`config.mk`:
```
export PLATFORM = sky130hd
export DESIGN_NAME = text_terminal_grid_engine
export DESIGN_NICKNAME = d
export VERILOG_FILES = /design/src/hdl/ttg_pkg.sv /design/src/hdl/ttg_grid_ram.sv /design/src/hdl/ttg_seq.sv /design/src/hdl/ttg_out_stage.sv /design/src/hdl/text_terminal_grid_engine.sv
export SDC_FILE = /design/constraint.sdc
export NUM_CORES = 2
export LEC_CHECK = 0
export ABC_AREA = 1
export BUFFER_PORTS_ARGS = -buffer_cell sky130_fd_sc_hd__buf_4
export CAP_MARGIN = 10
export CELL_PAD_IN_SITES_DETAIL_PLACEMENT = 0
export CELL_PAD_IN_SITES_GLOBAL_PLACEMENT = 1
export CORE_MARGIN = 3
export CORE_UTILIZATION = 52
export DETAILED_ROUTE_END_ITERATION = 6
export PLACE_DENSITY_LB_ADDON = 0.1
export SYNTH_ARGS = -nofsm -noshare
export SYNTH_HDL_FRONTEND = slang
export SYNTH_HIERARCHICAL = 1
export SYNTH_SLANG_ARGS = --single-unit
```
`constraint.sdc`:
```
create_clock -name clk -period 11.8 [get_ports clk]
set_clock_uncertainty 0.2 [all_clocks]
set_input_delay 2.95 -clock clk [delete_from_list [all_inputs] [get_ports clk]]
set_output_delay 2.95 -clock clk [all_outputs]
set_load 0.01 [all_outputs]
```
`src/hdl/ttg_pkg.sv`:
```
// Shared constants, types and helpers of the text terminal grid engine.
`default_nettype none
package ttg_pkg;

  localparam int ROWS   = 12;
  localparam int COLS   = 22;
  localparam int DEPTH  = ROWS * COLS;
  localparam int RIDX_W = $clog2(ROWS);
  localparam int CIDX_W = $clog2(COLS);
  localparam int ADDR_W = $clog2(DEPTH);

  // Fixed field widths of the item and result.
  localparam int OPC_W  = 2;
  localparam int CHAR_W = 8;
  localparam int ROW_W  = 4;
  localparam int COL_W  = 5;

  localparam logic [OPC_W-1:0]  OP_PRINT = 2'd0;
  localparam logic [OPC_W-1:0]  OP_READ  = 2'd1;
  localparam logic [OPC_W-1:0]  OP_CLEAR = 2'd2;

  localparam logic [CHAR_W-1:0] CH_NEWLINE   = 8'd10;
  localparam logic [CHAR_W-1:0] CH_BACKSPACE = 8'd8;

  typedef enum logic [2:0] {
    ST_IDLE,
    ST_PREP,
    ST_SWEEP,
    ST_WR_CH,
    ST_WR_BLANK,
    ST_RD_WAIT,
    ST_DONE
  } state_t;

  typedef enum logic [1:0] {
    KIND_CHAR,
    KIND_BS,
    KIND_READ
  } kind_t;

  typedef struct packed {
    logic [COL_W-1:0]  read_col;
    logic [ROW_W-1:0]  read_row;
    logic [CHAR_W-1:0] char_code;
    logic [OPC_W-1:0]  opcode;
  } in_item_t;

  typedef struct packed {
    logic              scrolled;
    logic [ROW_W-1:0]  cursor_row;
    logic [COL_W-1:0]  cursor_column;
    logic [CHAR_W-1:0] cell_value;
  } result_t;

  typedef struct packed {
    logic              we;
    logic [ADDR_W-1:0] addr;
    logic [CHAR_W-1:0] wdata;
  } mem_req_t;

  function automatic logic [ADDR_W-1:0] cell_addr(input logic [RIDX_W-1:0] prow,
                                                  input logic [CIDX_W-1:0] col);
    logic [ADDR_W-1:0] base_addr;
    base_addr = ADDR_W'(prow) * ADDR_W'(COLS);
    return ADDR_W'(base_addr + ADDR_W'(col));
  endfunction

endpackage
`default_nettype wire

```
`src/hdl/ttg_grid_ram.sv`:
```
// Single-port character grid memory with registered read data.
`default_nettype none
module ttg_grid_ram
  import ttg_pkg::*;
(
  input  wire logic              clk,
  input  wire mem_req_t          req,
  output logic [CHAR_W-1:0]      rdata
);

  logic [CHAR_W-1:0] mem [DEPTH];

  always_ff @(posedge clk) begin
    if (req.we) begin
      mem[req.addr] <= req.wdata;
    end
    rdata <= mem[req.addr];
  end

endmodule
`default_nettype wire

```
`src/hdl/ttg_seq.sv`:
```
// Item sequencer: cursor, row rotation, row valid bits and grid accesses.
`default_nettype none
module ttg_seq
  import ttg_pkg::*;
(
  input  wire logic         clk,
  input  wire logic         rst,
  input  wire logic         in_valid,
  output logic              in_ready,
  input  wire in_item_t     in_item,
  output mem_req_t          mem_req,
  input  wire logic [CHAR_W-1:0] mem_rdata,
  input  wire logic         out_free,
  output logic              res_push,
  output result_t           res
);

  state_t state, state_next;
  kind_t  kind;

  logic [CIDX_W-1:0] col;
  logic [RIDX_W-1:0] row;
  logic [RIDX_W-1:0] base;
  logic [ROWS-1:0]   row_valid;
  logic [RIDX_W-1:0] tgt_row;
  logic [CIDX_W-1:0] tgt_col;
  logic [CIDX_W-1:0] blank_col;
  logic [RIDX_W-1:0] phys;
  logic [CIDX_W-1:0] cnt;
  logic [CHAR_W-1:0] ch;
  logic [CHAR_W-1:0] cell_byte;
  logic              scrolled;

  logic [RIDX_W:0]   row_sum;
  logic [RIDX_W-1:0] phys_now;
  logic              at_last_row;
  logic [RIDX_W-1:0] base_inc;
  logic              in_range;

  // Logical rows are rotated by base, so a scroll moves base instead of the row data.
  assign row_sum  = {1'b0, tgt_row} + {1'b0, base};
  assign phys_now = (row_sum >= (RIDX_W+1)'(ROWS)) ?
                    RIDX_W'(row_sum - (RIDX_W+1)'(ROWS)) : RIDX_W'(row_sum);

  assign at_last_row = (row == RIDX_W'(ROWS - 1));
  assign base_inc    = (base == RIDX_W'(ROWS - 1)) ? '0 : RIDX_W'(base + 1'b1);
  assign in_range    = (int'(in_item.read_row) < ROWS) && (int'(in_item.read_col) < COLS);

  always_comb begin
    state_next = state;
    case (state)
      ST_IDLE: begin
        if (in_valid) begin
          case (in_item.opcode)
            OP_PRINT: begin
              if (in_item.char_code == CH_NEWLINE) begin
                state_next = ST_DONE;
              end else if (in_item.char_code == CH_BACKSPACE) begin
                state_next = (col != '0) ? ST_PREP : ST_DONE;
              end else begin
                state_next = ST_PREP;
              end
            end
            OP_READ: state_next = in_range ? ST_PREP : ST_DONE;
            default: state_next = ST_DONE;
          endcase
        end
      end
      ST_PREP: begin
        if (kind == KIND_READ) begin
          state_next = row_valid[phys_now] ? ST_RD_WAIT : ST_DONE;
        end else if (!row_valid[phys_now]) begin
          // A blanked row needs zeros in memory only before a byte lands in it.
          state_next = (kind == KIND_CHAR) ? ST_SWEEP : ST_DONE;
        end else begin
          state_next = (kind == KIND_CHAR) ? ST_WR_CH : ST_WR_BLANK;
        end
      end
      ST_SWEEP:    state_next = (cnt == CIDX_W'(COLS - 1)) ? ST_WR_CH : ST_SWEEP;
      ST_WR_CH:    state_next = ST_WR_BLANK;
      ST_WR_BLANK: state_next = ST_DONE;
      ST_RD_WAIT:  state_next = ST_DONE;
      ST_DONE:     state_next = out_free ? ST_IDLE : ST_DONE;
      default:     state_next = ST_IDLE;
    endcase
  end

  always_comb begin
    in_ready      = (state == ST_IDLE);
    res_push      = (state == ST_DONE) && out_free;
    mem_req.we    = 1'b0;
    mem_req.addr  = cell_addr(phys, tgt_col);
    mem_req.wdata = '0;
    case (state)
      ST_PREP: begin
        mem_req.addr = cell_addr(phys_now, tgt_col);
      end
      ST_SWEEP: begin
        mem_req.we   = 1'b1;
        mem_req.addr = cell_addr(phys, cnt);
      end
      ST_WR_CH: begin
        mem_req.we    = 1'b1;
        mem_req.addr  = cell_addr(phys, tgt_col);
        mem_req.wdata = ch;
      end
      ST_WR_BLANK: begin
        mem_req.we   = 1'b1;
        mem_req.addr = cell_addr(phys, blank_col);
      end
      default: begin
      end
    endcase
    res.cell_value    = cell_byte;
    res.cursor_column = COL_W'(col);
    res.cursor_row    = ROW_W'(row);
    res.scrolled      = scrolled;
  end

  always_ff @(posedge clk) begin
    if (rst) begin
      state     <= ST_IDLE;
      col       <= '0;
      row       <= '0;
      base      <= '0;
      row_valid <= '0;
    end else begin
      state <= state_next;
      case (state)
        ST_IDLE: begin
          if (in_valid) begin
            scrolled  <= 1'b0;
            cell_byte <= '0;
            ch        <= in_item.char_code;
            case (in_item.opcode)
              OP_PRINT: begin
                if (in_item.char_code == CH_NEWLINE) begin
                  col <= '0;
                  if (at_last_row) begin
                    row_valid[base] <= 1'b0;
                    base            <= base_inc;
                    scrolled        <= 1'b1;
                  end else begin
                    row <= RIDX_W'(row + 1'b1);
                  end
                end else if (in_item.char_code == CH_BACKSPACE) begin
                  kind      <= KIND_BS;
                  tgt_row   <= row;
                  if (col != '0) begin
                    col       <= CIDX_W'(col - 1'b1);
                    blank_col <= CIDX_W'(col - 1'b1);
                  end
                end else begin
                  kind <= KIND_CHAR;
                  if (col >= CIDX_W'(COLS - 1)) begin
                    tgt_col   <= '0;
                    blank_col <= CIDX_W'(1);
                    col       <= CIDX_W'(1);
                    if (at_last_row) begin
                      // The old top row becomes the new, blank bottom row.
                      row_valid[base] <= 1'b0;
                      base            <= base_inc;
                      scrolled        <= 1'b1;
                      tgt_row         <= row;
                    end else begin
                      row     <= RIDX_W'(row + 1'b1);
                      tgt_row <= RIDX_W'(row + 1'b1);
                    end
                  end else begin
                    tgt_col   <= col;
                    blank_col <= CIDX_W'(col + 1'b1);
                    col       <= CIDX_W'(col + 1'b1);
                    tgt_row   <= row;
                  end
                end
              end
              OP_READ: begin
                kind    <= KIND_READ;
                tgt_row <= RIDX_W'(in_item.read_row);
                tgt_col <= CIDX_W'(in_item.read_col);
              end
              OP_CLEAR: begin
                row_valid <= '0;
                base      <= '0;
                col       <= '0;
                row       <= '0;
              end
              default: begin
              end
            endcase
          end
        end
        ST_PREP: begin
          phys <= phys_now;
          cnt  <= '0;
        end
        ST_SWEEP: begin
          cnt <= CIDX_W'(cnt + 1'b1);
          if (cnt == CIDX_W'(COLS - 1)) begin
            row_valid[phys] <= 1'b1;
          end
        end
        ST_RD_WAIT: begin
          cell_byte <= mem_rdata;
        end
        default: begin
        end
      endcase
    end
  end

endmodule
`default_nettype wire

```
`src/hdl/ttg_out_stage.sv`:
```
// Output register that holds one result item until the receiver takes it.
`default_nettype none
module ttg_out_stage
  import ttg_pkg::*;
(
  input  wire logic     clk,
  input  wire logic     rst,
  input  wire logic     push,
  input  wire result_t  res,
  output logic          free,
  output logic          tvalid,
  input  wire logic     tready,
  output result_t       tdata
);

  assign free = !tvalid || tready;

  always_ff @(posedge clk) begin
    if (rst) begin
      tvalid <= 1'b0;
    end else if (push) begin
      tvalid <= 1'b1;
    end else if (tready) begin
      tvalid <= 1'b0;
    end
  end

  always_ff @(posedge clk) begin
    if (push) begin
      tdata <= res;
    end
  end

endmodule
`default_nettype wire

```
`src/hdl/text_terminal_grid_engine.sv`:
```
// Text terminal grid engine: a rows-by-columns byte grid with cursor and scrolling.
//
// Input items arrive on s_axis; each carries an opcode (print a byte, read a
// cell, clear the grid). Every item yields exactly one result item on m_axis
// with the read byte, the cursor after the item and a scroll flag.
// The grid lives in one single-port memory with registered read data.
// Rows are addressed through a rotating base, so a scroll moves the base and
// drops the valid bit of the row that becomes the bottom row; a clear drops
// all row valid bits. An invalid row reads as zeros.
// Newline, clear, backspace at column 0, out-of-range reads and unused opcodes go
// straight to the result; other items first pass the prepare state, where the
// physical row is looked up. A cell read from a live row waits for the memory;
// a backspace blanks a cell of a live row; a printed byte writes the byte, blanks
// the next cell and, into a blank row, first zeroes that row, one memory write per
// cycle. The next item is accepted in the cycle after the result is loaded.
// Synchronous reset empties the grid and homes the cursor.
// When the receiver stalls, the finished result waits in the output register
// while the next item is accepted and worked on; that item then waits until
// the output register is free.
`default_nettype none
module text_terminal_grid_engine
  import ttg_pkg::*;
(
  input  wire logic        clk,
  input  wire logic        rst,
  input  wire logic        s_axis_tvalid,
  output logic             s_axis_tready,
  // opcode[1:0], char_code[9:2], read_row[13:10], read_col[18:14], zeros above
  input  wire logic [23:0] s_axis_tdata,
  output logic             m_axis_tvalid,
  input  wire logic        m_axis_tready,
  // cell_value[7:0], cursor_column[12:8], cursor_row[16:13], scrolled[17], zeros above
  output logic [23:0]      m_axis_tdata
);

  in_item_t          in_item;
  mem_req_t          mem_req;
  logic [CHAR_W-1:0] mem_rdata;
  logic              out_free;
  logic              res_push;
  result_t           res;
  result_t           out_data;

  assign in_item = in_item_t'(s_axis_tdata[$bits(in_item_t)-1:0]);

  ttg_seq u_seq (
    .clk       (clk),
    .rst       (rst),
    .in_valid  (s_axis_tvalid),
    .in_ready  (s_axis_tready),
    .in_item   (in_item),
    .mem_req   (mem_req),
    .mem_rdata (mem_rdata),
    .out_free  (out_free),
    .res_push  (res_push),
    .res       (res)
  );

  ttg_grid_ram u_ram (
    .clk   (clk),
    .req   (mem_req),
    .rdata (mem_rdata)
  );

  ttg_out_stage u_out (
    .clk    (clk),
    .rst    (rst),
    .push   (res_push),
    .res    (res),
    .free   (out_free),
    .tvalid (m_axis_tvalid),
    .tready (m_axis_tready),
    .tdata  (out_data)
  );

  assign m_axis_tdata = {(24 - $bits(result_t))'(0), out_data};

endmodule
`default_nettype wire

```
* Yosys cells after proc, flatten, opt, wreduce, memory -nomap -nowiden
Memories as Yosys holds them, arrays and structs flattened. A register that Yosys moved wholly into a read port is not among the register bits.
Index checks and enable logic that the tools add are counted.
** Cells by class
- Add/sub/neg operators :: 11
- $mul :: 2
- Magnitude comparators :: 9
- Equal/unequal tests :: 25
- Muxes and demuxes :: 68
- Bitwise gates (word level) :: 5
- Reduce and logical (&&, ||, !) cells :: 29
** Operators by type and width (number)
- 12-bit 2-to-1 mux :: 6
- 12-bit one-hot mux with 2 select lines :: 2
- 4-bit 2-to-1 mux :: 11
- 9-bit by 5-bit adder with 9-bit output :: 4
- 5-bit 2-to-1 mux :: 7
- 3-bit 2-to-1 mux :: 10
- 5-bit one-hot mux with 2 select lines :: 3
- 9-bit one-hot mux with 3 select lines :: 1
- 4-bit one-hot mux with 2 select lines :: 3
- 3-bit one-hot mux with 6 select lines :: 1
- 6-bit AND reduction :: 3
- 8-bit by 4-bit == test with 1-bit output (second input constant) :: 2
- 4-bit by 4-bit multiplier with 8-bit output (second input constant) :: 2
- 8-bit 2-to-1 mux :: 2
- 8-bit one-hot mux with 2 select lines :: 1
- 4-bit by 5-bit less-than comparator with 1-bit output (second input constant) :: 3
- 1-bit 2-to-1 mux :: 14
- 12-bit bitwise AND :: 1
- 12-bit inverter :: 1
- 12-bit bitwise OR :: 1
- 2-bit nonzero test :: 6
- 5-bit by 1-bit adder with 5-bit output (second input constant) :: 2
- 5-bit AND reduction :: 2
- 3-bit == test (second input constant) :: 3
- 38 further kinds :: 58
** Word-level totals
- Register bits after elaboration :: 89
- RAM bits :: 2112
- Input port bits :: 28
- Output and inout bits :: 26
- Logic and storage cells :: 169
- Memories kept :: 1
** Memories
- u_ram.mem :: depth 264, bits a word 8, rd ports 1, clocked after memory_dff 1, wr ports 1, RTL line ttg_grid_ram.sv:11 : logic [CHAR_W-1:0] mem [DEPTH];

* Depth between registers and ports, before layout
- Depth after elaboration :: 13
- Gate-level depth with buffers :: 34
- Depth with buffers taken out :: 34

* Hierarchy
Netlist, hierarchy kept.
** Modules (own cells, without submodules)
- ttg_grid_ram :: times used 1, cells an instance 7269, area an instance 84499.8 µm², sequential area each 63581.0 µm²
- ttg_seq :: times used 1, cells an instance 685, area an instance 5311.3 µm², sequential area each 1821.7 µm²
- ttg_out_stage :: times used 1, cells an instance 23, area an instance 583.1 µm², sequential area each 560.5 µm²
- text_terminal_grid_engine :: times used 1, cells an instance 7, area an instance 48.8 µm², sequential area each 0.0 µm²

* Worst setup path after synthesis
OpenSTA, ideal clock, no wires.
- Kind :: reg2reg
- Start :: reg u_seq.state[1]
- End :: mem u_ram.mem[0][0] (data pin)
- Data arrival time :: 6868 ps
- Required time :: 10170 ps
- Path slack :: 3301 ps
- Cell stages (with the launch flop) :: 4
- Path buffers :: 1
- Clock period less this slack :: 8499 ps
- Path through :: dfxtp_1 -> buf_2 -> nand3_1 -> nor2_1
** RTL lines
- start, declared :: RTL line ttg_seq.sv:18 : state_t state, state_next;
- start signal, assigned :: RTL line ttg_seq.sv:128 : state <= state_next;
- end, declared :: RTL line ttg_grid_ram.sv:11

==> flow_summary.ini <==
[logic_synthesis]
ys_ff_latch = 2209
synth_top_area_share = 0.721
yosys_warnings = 6
synthTopCellsByCount = 3743 x nand2_1, 2172 x edfxtp_1, 444 x nor2_1
synth_area_sq_um = 90400
synth_edf_count = 2172
synth_cells = 7984
synth.avg_cell_area_sq_um = 11.3
yosysMostFrequentCell = nand2_1
yosys_most_used_dff = edfxtp_1
synthTopCellsByArea = edfxtp_1 72%, nand2_1 16%, nor2_1 1.8%
ys_seq_area_frac = 0.729
synth_cell_types = 53
ys_async_sr_fraction = 0
yosysTopAreaCell = edfxtp_1

[sta]
finalSetupViolCount = 0
period_share = 0.671
relSlewSlack = 0.162
fin_crit_ns = 7.92
hold_viol = 0
max_freq_ghz = 0.126
slew_violations = 0
rsz0062_at_grt = false
tightest_slew_ns = 1.25
setup_tns_ns = 0

[clocking]
postCtsResizedCells = 0
path_clk_slew_ns = 0.06
h-tree-depth = 4
clock_latency_ns = 0.86
cts_root_buf = clkbuf_16
clockBufferDepth = 3
numCtsBuffers = 222
ctsHoldBuffers = 0
cts_setup_buffers = 0
cts_sinks = 2209
cts_tree = built

[floorplan]
start_util = 0.525
coreArea_sq_um = 172000
rows = 152
die_w_microns = 423
die_y_microns = 423
io_pins = 54
die_area_sq_um = 179000

[detailed_routing]
dr_total_vias = 57700
wl_mm = 245
avgViaCountPerCell = 5.53
drcViolationCount = 0
drtPass1Iterations = 6
wl_per_cell_microns = 23.4
ant_nets = 0
drt_iter0_drc = 5938

[power_and_ir_drop]
power.density_nw_per_um2 = 207
p_leak_nw = 40.4
irDropWorstVdd_mv = 0.263

[place]
gp_congestion = 0.823
hpwl_mm = 132
io_buffers = 42

[critical_path]
arrival_ns = 8.19
critPathCaptureType = flip-flop
worstSetupPathType = flip-flop to flip-flop
critPathBufInv = 5
timing.critical_path.from_type = flip-flop
slowest_stage = nor2_1
slowest_delay_ns = 0.88
required_ns = 12.07
crit_family = simple AND/OR/NAND/NOR gates
crit_fanout = 16

[run_status]
run_status = finished clean

[job]
maxCapViolations = 0

[global_routing]
grt_use_total = 0.272
grt_max_degree = 185
grt_pass1_vias = 54600
grt_pass1_wl_mm = 360
gr-total-overflow = 0
antenna_found_initial = 9

[cells_and_area]
drive_above_1_share = 0.0631
area_growth_pct = 10.4
fin_nets = 8019
final_core_utilization = 0.579

[worst_hold_path]
hold_path.class = flip-flop to flip-flop
[through the flow]
step	hold WS, ns	std cells	setup slack (ns)	power (mW)	area (sq um)
2_1_floorplan	0.200	7989	3.30	11.8	90500
3_3_place_gp	0.205	10000	4.11	14.0	92700
3_5_place_dp	0.205	10000	4.00	14.0	92700
4_1_cts	0.219	10400	3.95	20.8	99800
5_1_grt	0.231	10400	3.31	21.5	99800
6_report	0.218	10400	3.88	20.7	99800
[layout by cell type, fill, tap and decap left out, types with 52 or more instances in the layout]
| master | synthesis | routed |
|---|---|---|
| a21oi_1 | 174 | 174 |
| buf_4 | 26 | 108 |
| clkbuf_1 | 135 | 52 |
| clkbuf_16 | 0 | 229 |
| clkinv_1 | 1 | 58 |
| edfxtp_1 | 2172 | 2172 |
| inv_1 | 139 | 137 |
| nand2_1 | 3743 | 3732 |
| nand3_1 | 218 | 217 |
| nand4_1 | 169 | 169 |
| nor2_1 | 444 | 431 |
| o21ai_0 | 127 | 126 |
| o21ai_1 | 149 | 150 |
[worst register-to-register path, delay by kind of cell, from the launching register on]
family          cells  cell delay, ns
simple gates       12            2.71
buf+inv             5            0.88
compound gates      3            0.60
flops               1            0.45
fa+ha+maj           7            2.28
xor+xnor            2            0.40
[state kept, by name, indices dropped and copies added, names as in the netlist]
signal,cells
u_ram/mem,2112
u_out/tdata,18
u_seq/row_valid,12
u_ram/rdata,8
u_seq/cell_byte,8
u_seq/ch,8
u_seq/blank_col,5
u_seq/cnt,5
u_seq/col,5
u_seq/tgt_col,5
u_seq/base,4
u_seq/phys,4
u_seq/row,4
u_seq/tgt_row,4
u_seq/state,3
u_seq/kind,2
u_out/tvalid,1
u_seq/scrolled,1
[power breakdown]
part	total (mW)	internal, mW	leakage [nW]	switching (mW)
Combinational	5.19	0.858	12.6	4.34
Clock	6.87	3.96	3.47	2.91
Sequential	8.65	8.62	24.4	0.0241
Total	20.7	13.4	40.4	7.27
[cell families after synthesis]
| kind of cell | count (synthesis) | synth area share |
|---|---|---|
| simple gates | 4620 | 0.202 |
| flops | 2209 | 0.729 |
| buf+inv | 559 | 0.0281 |
| compound gates | 520 | 0.0308 |
| fa+ha+maj | 56 | 0.00816 |
| xor+xnor | 19 | 0.00184 |
| other cells | 1 | 0.0000415 |
[path summary, 6_finish.rpt]
kind / from / endpoint / slack, ns / cells after the start
setup / recovery: u_seq/base[0] / u_ram/mem[173][5] / 3.88 / 29
hold / removal: u_seq/cell_byte[4] / u_out/tdata[4] / 0.22 / 0
setup reg to reg: u_seq/base[0] / u_ram/mem[173][5] / 3.88 / 29
hold reg to reg: u_seq/cell_byte[4] / u_out/tdata[4] / 0.22 / 0
[final cells by class]
| class | instances | area, sq um |
|---|---|---|
| Clock buffer | 284 | 5970 |
| Sequential cell | 2209 | 66000 |
| Tap cell | 2310 | 2890 |
| Inverter | 157 | 619 |
| Fill cell | 14200 | 72500 |
| Timing Repair Buffer | 124 | 1130 |
| Clock inverter | 131 | 1120 |
| Multi-Input combinational cell | 5221 | 22100 |
| Antenna cell | 1 | 2.50 |
[metal layers]
| layer | global-route usage | wire length (microns) | vias up |
|---|---|---|---|
| met5 | 0 | 27 | - |
| met2 | 0.426 | 113000 | 2082 |
| met1 | 0.391 | 105000 | 28200 |
| met3 | 0.0450 | 18900 | 402 |
| met4 | 0.0874 | 7750 | 4 |
| li1 | - | - | 27000 |
Note: power is estimated with default switching activity, not from simulation.
